$ cat src/hw/rtl/sipsl_pkg.sv
// Shared constants and helpers for the SIP status line classifier.
// Holds the prefix table, code limits and the scan status struct.
// No dependencies.
package sipsl_pkg;

  localparam int unsigned BYTE_W  = 8;
  localparam int unsigned POS_W   = 4;
  localparam int unsigned CODE_W  = 10;
  localparam int unsigned CLASS_W = 3;

  // Byte positions: prefix is 0..7, code digits are 8..10.
  localparam logic [POS_W-1:0] PREFIX_LEN = 4'd8;
  localparam logic [POS_W-1:0] CODE_END   = 4'd11;

  localparam logic [BYTE_W-1:0] CHAR_ZERO = 8'h30;
  localparam logic [BYTE_W-1:0] CHAR_NINE = 8'h39;

  localparam logic [CODE_W-1:0] CODE_MIN = 10'd100;
  localparam logic [CODE_W-1:0] CODE_MAX = 10'd699;

  // Class boundaries (hundreds).
  localparam logic [CODE_W-1:0] CODE_200 = 10'd200;
  localparam logic [CODE_W-1:0] CODE_300 = 10'd300;
  localparam logic [CODE_W-1:0] CODE_400 = 10'd400;
  localparam logic [CODE_W-1:0] CODE_500 = 10'd500;
  localparam logic [CODE_W-1:0] CODE_600 = 10'd600;

  localparam logic [CLASS_W-1:0] CLASS_PROVISIONAL = 3'd0;
  localparam logic [CLASS_W-1:0] CLASS_SUCCESS     = 3'd1;
  localparam logic [CLASS_W-1:0] CLASS_REDIRECT    = 3'd2;
  localparam logic [CLASS_W-1:0] CLASS_CLIENT_ERR  = 3'd3;
  localparam logic [CLASS_W-1:0] CLASS_SERVER_ERR  = 3'd4;
  localparam logic [CLASS_W-1:0] CLASS_GLOBAL_FAIL = 3'd5;

  // 4xx codes that are never retried.
  localparam int unsigned HARD_NUM = 7;
  localparam logic [CODE_W-1:0] HARD_CODES [HARD_NUM] = '{
    10'd400, 10'd403, 10'd410, 10'd415, 10'd420, 10'd481, 10'd488
  };

  // Per-line scan status handed to the classifier.
  typedef struct packed {
    logic complete;     // all three code bytes seen
    logic prefix_bad;   // some prefix byte differed
    logic digit_bad;    // some code byte was not a digit
  } scan_t;

  // Expected character of "SIP/2.0 " at a prefix position.
  function automatic logic [BYTE_W-1:0] prefix_char(input logic [2:0] idx);
    logic [BYTE_W-1:0] c;
    unique case (idx)
      3'd0: c = 8'h53;  // S
      3'd1: c = 8'h49;  // I
      3'd2: c = 8'h50;  // P
      3'd3: c = 8'h2f;  // /
      3'd4: c = 8'h32;  // 2
      3'd5: c = 8'h2e;  // .
      3'd6: c = 8'h30;  // 0
      3'd7: c = 8'h20;  // space
      default: c = 8'h00;
    endcase
    return c;
  endfunction

endpackage

$ cat src/hw/rtl/sipsl_classify.sv
// Result classification for a finished status line.
// Turns scan status and the accumulated code into the result fields.
// Depends on sipsl_pkg.
module sipsl_classify (
  input  sipsl_pkg::scan_t                   scan,
  input  logic [sipsl_pkg::CODE_W-1:0]       code,
  output logic                               valid_res,
  output logic [sipsl_pkg::CODE_W-1:0]       status_code,
  output logic [sipsl_pkg::CLASS_W-1:0]      status_class,
  output logic                               soft_fail
);

  logic                              ok;
  logic                              hard;
  logic [sipsl_pkg::CLASS_W-1:0]     cls;

  assign ok = scan.complete && !scan.prefix_bad && !scan.digit_bad &&
              (code >= sipsl_pkg::CODE_MIN) && (code <= sipsl_pkg::CODE_MAX);

  always_comb begin
    hard = 1'b0;
    for (int i = 0; i < sipsl_pkg::HARD_NUM; i++) begin
      if (code == sipsl_pkg::HARD_CODES[i]) hard = 1'b1;
    end
  end

  always_comb begin
    priority if (code < sipsl_pkg::CODE_200) cls = sipsl_pkg::CLASS_PROVISIONAL;
    else if (code < sipsl_pkg::CODE_300) cls = sipsl_pkg::CLASS_SUCCESS;
    else if (code < sipsl_pkg::CODE_400) cls = sipsl_pkg::CLASS_REDIRECT;
    else if (code < sipsl_pkg::CODE_500) cls = sipsl_pkg::CLASS_CLIENT_ERR;
    else if (code < sipsl_pkg::CODE_600) cls = sipsl_pkg::CLASS_SERVER_ERR;
    else cls = sipsl_pkg::CLASS_GLOBAL_FAIL;
  end

  assign valid_res    = ok;
  assign status_code  = ok ? code : '0;
  assign status_class = ok ? cls : sipsl_pkg::CLASS_PROVISIONAL;
  assign soft_fail    = ok && (cls == sipsl_pkg::CLASS_CLIENT_ERR) && !hard;

endmodule

$ cat src/hw/rtl/sip_status_line_classifier.sv
// SIP status line classifier, top level.
// Input register, byte scanner state, result register; uses sipsl_classify.
// Depends on sipsl_pkg.
//
//  channel | handshake             | payload                         | beat
//  --------+-----------------------+---------------------------------+------------------
//  in      | in_valid / in_ready   | line_byte, last_byte            | one line byte
//  out     | out_valid / out_ready | valid_res, status_code,         | one result per
//          |                       | status_class, soft_fail         | line (last byte)
//
// One byte per cycle sustained while no last-byte beat waits for room in
// the result register. An accepted last byte goes to the out port through
// the input register, then the result register. rst clears the line scan
// state and both valid flags. A stalled result holds back only the next
// last-byte beat, input behind it. in_ready looks through to out_ready.
module sip_status_line_classifier (
  input  logic                               clk,
  input  logic                               rst,
  input  logic                               in_valid,
  output logic                               in_ready,
  input  logic [sipsl_pkg::BYTE_W-1:0]       line_byte,
  input  logic                               last_byte,
  output logic                               out_valid,
  input  logic                               out_ready,
  output logic                               valid_res,
  output logic [sipsl_pkg::CODE_W-1:0]       status_code,
  output logic [sipsl_pkg::CLASS_W-1:0]      status_class,
  output logic                               soft_fail
);

  // Input register
  logic                              s1_valid;
  logic [sipsl_pkg::BYTE_W-1:0]      s1_byte;
  logic                              s1_last;

  // Line scan state
  logic [sipsl_pkg::POS_W-1:0]       byte_position;
  logic                              prefix_mismatch;
  logic                              digit_error;
  logic [sipsl_pkg::CODE_W-1:0]      code_accumulator;

  logic [sipsl_pkg::POS_W-1:0]       byte_position_next;
  logic                              prefix_mismatch_next;
  logic                              digit_error_next;
  logic [sipsl_pkg::CODE_W-1:0]      code_accumulator_next;

  // Result register
  logic                              res_valid;
  logic                              res_ok;
  logic [sipsl_pkg::CODE_W-1:0]      res_code;
  logic [sipsl_pkg::CLASS_W-1:0]     res_class;
  logic                              res_soft;

  logic                              out_free;
  logic                              s1_fire;
  logic                              in_fire;
  logic                              is_digit;
  logic [3:0]                        digit;
  logic [sipsl_pkg::CODE_W-1:0]      acc_x10;
  sipsl_pkg::scan_t                  scan;
  logic                              cl_ok;
  logic [sipsl_pkg::CODE_W-1:0]      cl_code;
  logic [sipsl_pkg::CLASS_W-1:0]     cl_class;
  logic                              cl_soft;

  // A last-byte beat needs room in the result register; others never wait.
  assign out_free = !res_valid || out_ready;
  assign s1_fire  = s1_valid && (!s1_last || out_free);
  assign in_ready = !s1_valid || s1_fire;
  assign in_fire  = in_valid && in_ready;

  always_ff @(posedge clk) begin
    if (rst) begin
      s1_valid <= 1'b0;
    end else if (in_ready) begin
      s1_valid <= in_valid;
    end
  end

  always_ff @(posedge clk) begin
    if (in_fire) begin
      s1_byte <= line_byte;
      s1_last <= last_byte;
    end
  end

  // Byte scan
  assign is_digit = (s1_byte >= sipsl_pkg::CHAR_ZERO) && (s1_byte <= sipsl_pkg::CHAR_NINE);
  assign digit    = s1_byte[3:0];   // low nibble of an ASCII digit is its value
  assign acc_x10  = {code_accumulator[sipsl_pkg::CODE_W-4:0], 3'b000} +
                    {code_accumulator[sipsl_pkg::CODE_W-2:0], 1'b0};

  always_comb begin
    byte_position_next    = byte_position;
    prefix_mismatch_next  = prefix_mismatch;
    digit_error_next      = digit_error;
    code_accumulator_next = code_accumulator;
    if (byte_position < sipsl_pkg::PREFIX_LEN) begin
      if (s1_byte != sipsl_pkg::prefix_char(byte_position[2:0])) begin
        prefix_mismatch_next = 1'b1;
      end
    end else if (byte_position < sipsl_pkg::CODE_END) begin
      if (is_digit) begin
        code_accumulator_next = acc_x10 + {6'd0, digit};
      end else begin
        digit_error_next = 1'b1;
      end
    end
    if (byte_position < sipsl_pkg::CODE_END) begin
      byte_position_next = byte_position + 4'd1;
    end
  end

  // Line state returns to zero after the final byte.
  always_ff @(posedge clk) begin
    if (rst) begin
      byte_position    <= '0;
      prefix_mismatch  <= 1'b0;
      digit_error      <= 1'b0;
      code_accumulator <= '0;
    end else if (s1_fire) begin
      if (s1_last) begin
        byte_position    <= '0;
        prefix_mismatch  <= 1'b0;
        digit_error      <= 1'b0;
        code_accumulator <= '0;
      end else begin
        byte_position    <= byte_position_next;
        prefix_mismatch  <= prefix_mismatch_next;
        digit_error      <= digit_error_next;
        code_accumulator <= code_accumulator_next;
      end
    end
  end

  // Classify on the state as it stands after the final byte.
  assign scan.complete   = (byte_position_next >= sipsl_pkg::CODE_END);
  assign scan.prefix_bad = prefix_mismatch_next;
  assign scan.digit_bad  = digit_error_next;

  sipsl_classify u_classify (
    .scan         (scan),
    .code         (code_accumulator_next),
    .valid_res    (cl_ok),
    .status_code  (cl_code),
    .status_class (cl_class),
    .soft_fail    (cl_soft)
  );

  always_ff @(posedge clk) begin
    if (rst) begin
      res_valid <= 1'b0;
    end else if (out_free) begin
      res_valid <= s1_valid && s1_last;
    end
  end

  always_ff @(posedge clk) begin
    if (s1_fire && s1_last) begin
      res_ok    <= cl_ok;
      res_code  <= cl_code;
      res_class <= cl_class;
      res_soft  <= cl_soft;
    end
  end

  assign out_valid    = res_valid;
  assign valid_res    = res_ok;
  assign status_code  = res_code;
  assign status_class = res_class;
  assign soft_fail    = res_soft;

endmodule

$ cat config.mk
export PLATFORM = sky130hd
export DESIGN_NAME = sip_status_line_classifier
export DESIGN_NICKNAME = d
export VERILOG_FILES = /design/src/hw/rtl/sipsl_pkg.sv /design/src/hw/rtl/sipsl_classify.sv /design/src/hw/rtl/sip_status_line_classifier.sv
export SDC_FILE = /design/constraint.sdc
export NUM_CORES = 1
export LEC_CHECK = 0
export BUFFER_PORTS_ARGS = -buffer_cell sky130_fd_sc_hd__buf_2
export CAP_MARGIN = 10
export CORE_UTILIZATION = 50
export CTS_CLUSTER_SIZE = 14
export DETAILED_ROUTE_END_ITERATION = 12
export HOLD_SLACK_MARGIN = 0.06
export PLACE_DENSITY = 0.7
export SYNTH_ARGS = -nofsm -noshare
export SYNTH_HDL_FRONTEND = slang
export SYNTH_SLANG_ARGS = --single-unit
$ cat constraint.sdc
create_clock -name clk -period 4.5 [get_ports clk]
set_clock_uncertainty 0.15 [all_clocks]
set_input_delay 1.125 -clock clk [delete_from_list [all_inputs] [get_ports clk]]
set_output_delay 1.125 -clock clk [all_outputs]
set_load 0.02 [all_outputs]
# Yosys cells after proc, flatten, opt, wreduce, memory -nomap -nowiden
# Memory sizes are Yosys's and may differ from the RTL's. A register that Yosys moved wholly into a read port is not among the register bits.
# Index checks and enable logic that the tools add are counted.
totals:
  mem_bits_ro: 56
  register_bits: 42
  n_memories: 1
op_classes:
  n_eq_ne: 9
  muxes: 28
  reduce_logical: 20
  order_cmp: 12
  add_sub_neg: 3
mem_list:
  columns: ["name", "depth", "width", "read_ports", "rd_clocked_by_memory_dff", "write_ports", "line_no", "rtl"]
  rows:
  - ["(name not given)", 8, 7, 1, 1, 0, "sipsl_pkg.sv:51", "unique case (idx)"]
ops:
  columns: ["op", "n"]
  rows:
  - ["$eq A10 B9 Y1 const B", 7]
  - ["$mux W10", 4]
  - ["$lt A10 B9 Y1 const B", 3]
  - ["$mux W3", 6]
  - ["$mux W1", 15]
  - ["$logic_and A1 B1 Y1", 11]
  - ["$add A10 B10 Y10", 1]
  - ["$add A10 B4 Y10", 1]
  - ["$ge A10 B7 Y1 const B", 1]
  - ["$le A10 B10 Y1 const B", 1]
  - ["$lt A10 B10 Y1 const B", 1]
  - ["$lt A10 B8 Y1 const B", 1]
  - ["$ge A8 B6 Y1 const B", 1]
  - ["$le A8 B6 Y1 const B", 1]
  - ["$lt A4 B4 Y1 const B", 2]
  - ["$mux W4", 2]
  - ["$mux W8", 1]
  - ["$ne A8 B8 Y1", 1]
  - ["$logic_not A1 Y1", 6]
  - ["$add A4 B1 Y4 const B", 1]
  - ["$ge A4 B4 Y1 const B", 1]
  - ["$eq A3 B2 Y1 const B", 1]
  - ["$logic_or A1 B1 Y1", 3]

# Logic depth before layout (Yosys ltp)
# Gate-level depths: netlist of run 1.
depth:
  word_depth: 15
  ltp_mapped: 12

# Modules after synthesis
# A second synthesis of run 1 with hierarchy kept.
hier_totals:
  hier_cells: 260
  area_unflattened_um2: 2904.0
modules_own_cells:
  columns: ["mod", "area_per_inst_um2", "n_inst", "cells_per_inst"]
  rows:
  - ["sip_status_line_classifier", 2417.3, 1, 195]
  - ["sipsl_classify", 486.7, 1, 65]

# Worst setup path before layout of run 1
# OpenSTA, ideal clock, no wires.
synth_path:
  path_kind: "register to register"
  from: "reg s1_byte[3] (netlist bit)"
  to: "reg res_soft, in the netlist soft_fail (data pin)"
  t_arrival_ps: 3234
  synth_period_minus_slack_ps: 3648
  setup_time_ps: 264
  stages_incl_launch_ff: 12
  setup_slack_ps: 852
  path_buffers: 0
  path_cell_list: "edfxtp_1 -> inv_1 -> fa_1 -> inv_1 -> fa_1 -> a211oi_1 -> nor2_1 -> o31a_2 -> or2_2 -> a311o_1 -> a221oi_1 -> nor4b_1"
synth_via:
  elab_chain_len: 15
synth_rtl:
  columns: ["element", "line_no", "rtl"]
  rows:
  - ["from (decl)", "sip_status_line_classifier.sv:33", "logic [sipsl_pkg::BYTE_W-1:0] s1_byte;"]
  - ["from (signal assigned)", "sip_status_line_classifier.sv:82", "s1_byte <= line_byte;"]
  - ["branches (longest 14 deep; another with $add A10 B4 Y10)", null, null]
  - ["$logic_and A1 B1 Y1 (*)", "sipsl_classify.sv:39", "assign soft_fail = ok && (cls == sipsl_pkg::CLASS_CLIENT_ERR) && !hard;"]
  - ["named net cl_soft", "sip_status_line_classifier.sv:64", "logic cl_soft;"]
  - ["to (signal assigned)", "sip_status_line_classifier.sv:163", "res_soft <= cl_soft;"]
  - ["to (decl)", "sip_status_line_classifier.sv:52", "logic res_soft;"]
# Mark *: on every way through the listed nets, which the timed path passes.
# A chain may end at the register's enable or synchronous reset.

# Worst setup path after layout of run 1
layout_path:
  from: "reg code_accumulator[0] (netlist bit)"
  to: "reg res_code (netlist bit status_code[6]) (data pin)"
layout_via:
  elab_chain_len: 8
layout_rtl:
  columns: ["element", "line_no", "rtl"]
  rows:
  - ["from (decl)", "sip_status_line_classifier.sv:40", "logic [sipsl_pkg::CODE_W-1:0] code_accumulator;"]
  - ["from (signal assigned)", "sip_status_line_classifier.sv:131", "code_accumulator <= code_accumulator_next;"]
  - ["$add A10 B10 Y10", "sip_status_line_classifier.sv:90", "assign acc_x10 = {code_accumulator[sipsl_pkg::CODE_W-4:0], 3'b000} +"]
  - ["$add A10 B4 Y10", "sip_status_line_classifier.sv:104", "code_accumulator_next = acc_x10 + {6'd0, digit};"]
  - ["$mux W10", "sip_status_line_classifier.sv:103", "if (is_digit) begin"]
  - ["$mux W10", "sip_status_line_classifier.sv:102", "end else if (byte_position < sipsl_pkg::CODE_END) begin"]
  - ["$mux W10 (*)", "sip_status_line_classifier.sv:98", "if (byte_position < sipsl_pkg::PREFIX_LEN) begin"]
  - ["$ge A10 B7 Y1", "sipsl_classify.sv:18", "(code >= sipsl_pkg::CODE_MIN) && (code <= sipsl_pkg::CODE_MAX);"]
  - ["$logic_and A1 B1 Y1", "sipsl_classify.sv:17", "assign ok = scan.complete && !scan.prefix_bad && !scan.digit_bad &&"]
  - ["$logic_and A1 B1 Y1", "sipsl_classify.sv:18", null]
  - ["to (signal assigned)", "sip_status_line_classifier.sv:161", "res_code <= cl_code;"]
  - ["to (decl)", "sip_status_line_classifier.sv:50", "logic [sipsl_pkg::CODE_W-1:0] res_code;"]
# Mark *: on every way between the ends. The rest lies on a longest branch, timed or not.

==> out/metrics.csv, run 1 <==
stage,metric,value,unit
clocking,clock_latency,310,ps
clocking,cts_tree,built,
clocking,cts_buffer_depth,2,
synth,synth_edf_count,24,
pwr,power_density,247,mW/mm^2
timing,slew_headroom,29.8,%
global_route,gr-total-overflow,0,
detailed_routing,drt_pass1_iterations,5,
synth,synth.avg_cell_area,10.1,sq um
setup_path,required,4520,ps
final_layout,instances_no_fill,399,
min_path,hold_path_class,reg -> reg,
setup_path,path_delay_family,compound AO/OA/AOI/OAI gates,
setup_path,crit_chain,inv_1 -> fa_1 -> inv_1 -> fa_1 -> a211oi_1 -> nor2_1 -> o31ai_1 -> o211a_1 -> nor3_1 -> a221o_1 -> buf_4 -> nor2_2,
synth,yosys_warnings,0,
timing,slew_violations,0,
synth,yosys_most_used_dff,dfxtp_1,
timing,tns,0,ps
floorplanning,start_util,52.6,%
setup_path,slowest_stage,o31ai_1,
clocking,htreeDepth,2,
place,gp_congestion,0.911,
floorplanning,num_rows,27,
global_route,grt_max_degree,21,
pwr,power_leakage,1.27,nW
clocking,cts_sinks,49,
detailed_routing,ant_nets,0,
final_layout,nNetsFinal,360,
clocking,cts_root_buf,clkbuf_8,
clocking,post_cts_resized,0,
floorplanning,die-height,78.8,um
global_route,grt_use_total,23.1,%
place,place.port_buffers,29,
detailed_routing,wl,6820,um
setup_path,timing.reg2reg.setup_slack,410,ps
synth,synth_fp_nets,327,
floorplanning,fp.dieW,78.8,um
outcome,status,"finished, final reports clean",
place,dp_hpwl,5100,um
setup_path,critPathLaunchType,register,
final_layout,num-fill-cells,521,
timing,rsz0062_at_grt,no,
run,maxCapViolations,0,
synth,synth_area,0.00295,sq mm
timing,max_freq,0.244,GHz
floorplanning,pin_count,30,
final_layout,drive_above_1_share,22.0,%
detailed_routing,wire_per_inst,17.1,um
timing,period_minus_slack,4090,ps
final_layout,diodes,0,
setup_path,cp-end-kind,register,
setup_path,crit_type,reg -> reg,
timing,setup_viol,0,
pwr,power,0.807,mW
setup_path,slowest_delay,670,ps
global_route,grt_pass1_wl,10900,um
synth,yosysSeqAreaShare,41.4,%
synth,synth_seq_cells,49,
setup_path,crit_arrival,4120,ps
place,placed_cells,391,
timing,fin_crit_sh,91.0,%
floorplanning,fp.dieArea,0.00621,sq mm
synth,synth_cell_types,71,
clocking,postCtsSetupBuffers,0,
synth,async_reset_ff_share,0,%
clocking,numCtsBuffers,5,
detailed_routing,drt_iter0_markers,196,
floorplanning,core_area,0.00561,sq mm
final_layout,final_util,58.3,%
place,dpl_cell_area,0.00318,sq mm
pwr,ir_drop,170,uV
detailed_routing,vias,2419,
final_layout,design_area,0.00327,sq mm
clocking,hold_buffers,0,
synth,synth_cells,293,
final_layout,area.growth.synth_to_final,10.7,%
detailed_routing,drc_errors,0,
setup_path,worst-path-buf-inv,3,
detailed_routing,routed_via_density,6.06,
global_route,antenna_found_initial,0,
timing,final_hold_viol_count,0,
global_route,grt_pass1_vias,2234,
setup_path,crit_fanout,7,
clocking,clk_pin_slew,90,ps
timing,worst_slew_pin_slew,1050,ps
## routing by layer
layer  share of wire (%)  wire (um)  GRT usage, %  up-vias
li1                    -          -             -     1189
met1                  44       3030          29.8     1111
met2                  48       3250          39.4      106
met3                 5.9        404          3.79       13
met4                 1.9        133          8.00        0
met5                   0          0             0        -
## path summary, 6_finish.rpt
check	startpoint	endpoint	cells after the start
max	code_accumulator[0]	status_code[6]	12
min	prefix_mismatch	prefix_mismatch	2
max reg2reg	code_accumulator[0]	status_code[6]	12
min reg2reg	prefix_mismatch	prefix_mismatch	2
## cell usage after synthesis, drive strengths merged (5+ instances only)
| cell type | instances | area share (%) |
|---|---|---|
| a21oi | 13 | 2.6 |
| a22oi | 8 | 2.0 |
| a31oi | 5 | 1.3 |
| buf | 5 | 1.2 |
| dfxtp | 25 | 17 |
| edfxtp | 24 | 24 |
| ha | 19 | 8.1 |
| inv | 14 | 1.8 |
| nand2 | 11 | 1.4 |
| nand3 | 6 | 1.4 |
| nor2 | 33 | 4.5 |
| nor2b | 6 | 1.3 |
| nor3 | 9 | 1.7 |
| o21ai | 15 | 2.5 |
| o31ai | 8 | 2.4 |
| or2 | 5 | 1.1 |
| xor2 | 7 | 2.1 |
## layout by cell type, fill, tap and decap left out, types with 3 or more instances in the layout
| cell type | n |
|---|---|
| a211oi_1 | 3 |
| o31ai_1 | 6 |
| nor2_1 | 29 |
| nor3_1 | 8 |
| edfxtp_1 | 24 |
| nor2b_1 | 6 |
| a21o_1 | 3 |
| a22oi_1 | 8 |
| a21oi_1 | 10 |
| ha_1 | 19 |
| nand3_1 | 4 |
| mux2_2 | 3 |
| or2_2 | 5 |
| inv_1 | 14 |
| nor4_1 | 3 |
| nand4_1 | 4 |
| mux2i_1 | 3 |
| nor3b_1 | 3 |
| a21oi_2 | 3 |
| a32oi_1 | 4 |
| a31oi_1 | 4 |
| nor2_2 | 4 |
| o21ai_0 | 14 |
| buf_2 | 29 |
| nand2_1 | 11 |
| xor2_1 | 7 |
| dfxtp_1 | 25 |
| xnor2_1 | 3 |
| clkbuf_8 | 5 |
| a211o_1 | 3 |
| buf_4 | 6 |
## logic make-up (layout without fill, tap and decap cells)
group                      count (synthesis)  in the layout  share of synthesized area (%)
xor gates and xnor gates                  10             10                           2.97
buffers and inverters                     23             57                           3.52
DFF                                       49             49                           41.4
adders and majority gates                 21             21                           9.41
muxes                                      7              7                           2.54
AOI/OAI and AO/OA                         88             88                           22.4
and+or+nand+nor                           95             95                           17.8
## report_power, final
group / internal, mW / total [mW] / switching, mW
Clock: 0.111 / 0.262 / 0.151
Sequential: 0.480 / 0.489 / 0.00937
Combinational: 0.0195 / 0.0554 / 0.0359
Total: 0.610 / 0.807 / 0.197
## worst reg2reg max path, stage by stage, from the launching register on
cell and delay (ps):
dfxtp_1 430, inv_1 110, fa_1 500, inv_1 70
fa_1 460, a211oi_1 370, nor2_1 160, o31ai_1 670
o211a_1 250, nor3_1 50, a221o_1 420, buf_4 220
nor2_2 100
## per-stage QoR
step                      hold slack [ps]  setup WS (ps)
after floorplan                       318            852
after global placement                334            571
after detailed placement              346            469
after CTS                             362            462
after global routing                  425            105
final                                 360            406
## layout make-up
class	count	area, sq um	share of cell area [%]
multi-input combinational	221	1630	49.8
inverter	14	52.6	1.61
tap	72	90.1	2.76
timing repair buffer	35	190	5.82
sequential	49	1220	37.4
clock buffer	6	72.6	2.22
clock inverter	2	13.8	0.421
No activity file was read; power rests on OpenSTA's default activity.
==> run 2: changes to the inputs <==
--- a/config.mk
+++ b/config.mk
@@ -7,11 +7,11 @@
 export LEC_CHECK = 0
 export BUFFER_PORTS_ARGS = -buffer_cell sky130_fd_sc_hd__buf_2
 export CAP_MARGIN = 10
-export CORE_UTILIZATION = 50
+export CORE_UTILIZATION = 25
 export CTS_CLUSTER_SIZE = 14
 export DETAILED_ROUTE_END_ITERATION = 12
 export HOLD_SLACK_MARGIN = 0.06
-export PLACE_DENSITY = 0.7
+export PLACE_DENSITY = 0.41
 export SYNTH_ARGS = -nofsm -noshare
 export SYNTH_HDL_FRONTEND = slang
 export SYNTH_SLANG_ARGS = --single-unit
==> out/metrics.csv, run 2 (synthesized netlist as in run 1, its figures left out) <==
stage,metric,value,unit,change
pwr,pwr-share-comb,6.1,%,was 6.9%
timing,final_hold_viol_count,0,,unchanged
global_route,antenna_found_initial,0,,unchanged
run,maxCapViolations,0,,unchanged
setup_path,crit_fanout,8,,was 7
timing,rsz0062_at_grt,no,,unchanged
final_layout,final_cell_mix,"nor2_1 (29), buf_2 (29), dfxtp_1 (25), edfxtp_1 (24), ha_1 (19)",,unchanged
detailed_routing,drc_errors,0,,unchanged
pwr,seq_power_share,53.5,%,was 60.6%
min_path,hold_path_class,reg -> reg,,unchanged
outcome,status,"finished, final reports clean",,unchanged
final_layout,nNetsFinal,361,,was 360
clocking,clk_pin_slew,70,ps,was 90 ps
floorplanning,fp.dieW,111,um,was 78.8 um
global_route,use_met1,16.8,%,was 29.8%
timing,worst_slew_pin_slew,1060,ps,was 1050 ps
clocking,hold_buffers,0,,unchanged
detailed_routing,vias,2404,,was 2419
final_layout,design_area,0.00342,sq mm,was 0.00327 sq mm
timing,period_minus_slack,4080,ps,was 4090 ps
clocking,post_cts_resized,0,,unchanged
clocking,numCtsBuffers,5,,unchanged
clocking,cts_sinks,49,,unchanged
clocking,htreeDepth,2,,unchanged
setup_path,cp-end-kind,register,,unchanged
floorplanning,fp.dieArea,0.0122,sq mm,was 0.00621 sq mm
detailed_routing,wl,7830,um,was 6820 um
setup_path,crit_type,reg -> reg,,unchanged
timing,max_freq,0.245,GHz,was 0.244 GHz
detailed_routing,drt_iter0_markers,122,,was 196
pwr,p_int,0.704,mW,was 0.610 mW
timing,slew_violations,0,,unchanged
floorplanning,die-height,111,um,was 78.8 um
floorplanning,num_rows,39,,was 27
final_layout,diodes,0,,unchanged
setup_path,critPathLaunchType,register,,unchanged
global_route,busiest_layer,met2,,unchanged
global_route,grtUsageMet2,23.1,%,was 39.4%
detailed_routing,routed_via_density,5.10,,was 6.06
final_layout,num-fill-cells,1192,,was 521
pwr,ir_drop,139,uV,was 170 uV
timing,tns,0,ps,unchanged
clocking,cts_buffer_depth,2,,unchanged
floorplanning,core_area,0.0115,sq mm,was 0.00561 sq mm
clocking,clock_latency,290,ps,was 310 ps
global_route,gr-total-overflow,0,,unchanged
timing,slew_headroom,29.1,%,was 29.8%
place,gp_congestion,0.788,,was 0.911
global_route,grt_max_degree,21,,unchanged
detailed_routing,ant_nets,0,,unchanged
global_route,grt_use_total,13.3,%,was 23.1%
global_route,grtUsageMet3,2.19,%,was 3.79%
clocking,cts_tree,built,,unchanged
global_route,grt_pass1_vias,2447,,was 2234
detailed_routing,drt_pass1_iterations,4,,was 5
clocking,postCtsSetupBuffers,0,,unchanged
pwr,switching_share,23.0,%,was 24.4%
place,dp_hpwl,5920,um,was 5100 um
floorplanning,start_util,25.7,%,was 52.6%
timing,setup_viol,0,,unchanged
detailed_routing,wire_per_inst,16.6,um,was 17.1 um
pwr,clkPwrFrac,40.4,%,was 32.5%
place,dpl_cell_area,0.00328,sq mm,was 0.00318 sq mm
place,place.port_buffers,29,,unchanged
setup_path,required,4500,ps,was 4520 ps
pwr,switchingPower,0.211,mW,was 0.197 mW
floorplanning,pin_count,30,,unchanged
pwr,power_leakage,1.30,nW,was 1.27 nW
final_layout,area.growth.synth_to_final,15.9,%,was 10.7%
global_route,grt_pass1_wl,12700,um,was 10900 um
final_layout,drive_above_1_share,22.3,%,was 22.0%
setup_path,crit_arrival,4070,ps,was 4120 ps
pwr,power_density,267,mW/mm^2,was 247 mW/mm^2
timing,fin_crit_sh,90.6,%,was 91.0%
clocking,cts_root_buf,clkbuf_16,,was clkbuf_8
==> run 2: changes by cell type in the layout (fill, tap and decap cells not counted), sizes merged <==
| cell | change |
|---|---|
| clkinv | +2 |
| buf | +1 |
| clkbuf | -1 |
| inv | -1 |
==> run 2: path summary, 6_finish.rpt <==
kind,start,to,slack (ps),cells after the start
setup / recovery,code_accumulator[0],status_code[3],420,12
hold / removal,prefix_mismatch,prefix_mismatch,350,2
setup reg to reg,code_accumulator[0],status_code[3],420,12
hold reg to reg,prefix_mismatch,prefix_mismatch,350,2
==> run 2: power by group through the flow <==
stage / clock network (mW) / logic, mW / registers [mW]
floorplan: 0 / 0.0292 / 0.504
global placement: 0 / 0.0565 / 0.500
global route: 0.396 / 0.0616 / 0.491
finish: 0.369 / 0.0556 / 0.490
CTS: 0.381 / 0.0564 / 0.490
detailed placement: 0 / 0.0562 / 0.500
==> run 2: critical path, stage by stage (launching register included) <==
cell and delay [ps]:
dfxtp_1 430, inv_1 120, fa_1 510, inv_1 70, fa_1 460, a211oi_1 370
nor2_1 160, o31ai_1 650, o211a_1 260, nor3_1 40, a221o_1 390, buf_4 210
a21oi_2 110
==> run 2: layer usage <==
metal | wire, um | share of wire, %
met5 | 0 | 0
met1 | 3600 | 46
met4 | 93 | 1.2
met2 | 3890 | 50
met3 | 241 | 3.1
==> run 2: metrics by stage <==
step | hold slack [ps] | utilization [%] | setup WS, ps | power, mW | std cells
final | 351 | 29.8 | 424 | 0.914 | 471
after global routing | 378 | 29.8 | 79.1 | 0.949 | 471
after floorplan | 318 | - | 852 | 0.533 | 293
after global placement | 331 | 28.6 | 560 | 0.556 | 463
after CTS | 360 | 29.8 | 408 | 0.927 | 471
after detailed placement | 351 | 28.6 | 445 | 0.556 | 463
==> run 2: cell type report <==
class | count | area [sq um] | share of cell area (%)
sequential | 49 | 1220 | 35.7
tap | 143 | 179 | 5.23
clock buffer | 5 | 125 | 3.66
clock inverter | 3 | 17.5 | 0.512
inverter | 14 | 52.6 | 1.54
timing repair buffer | 36 | 198 | 5.78
multi-input combinational | 221 | 1630 | 47.6
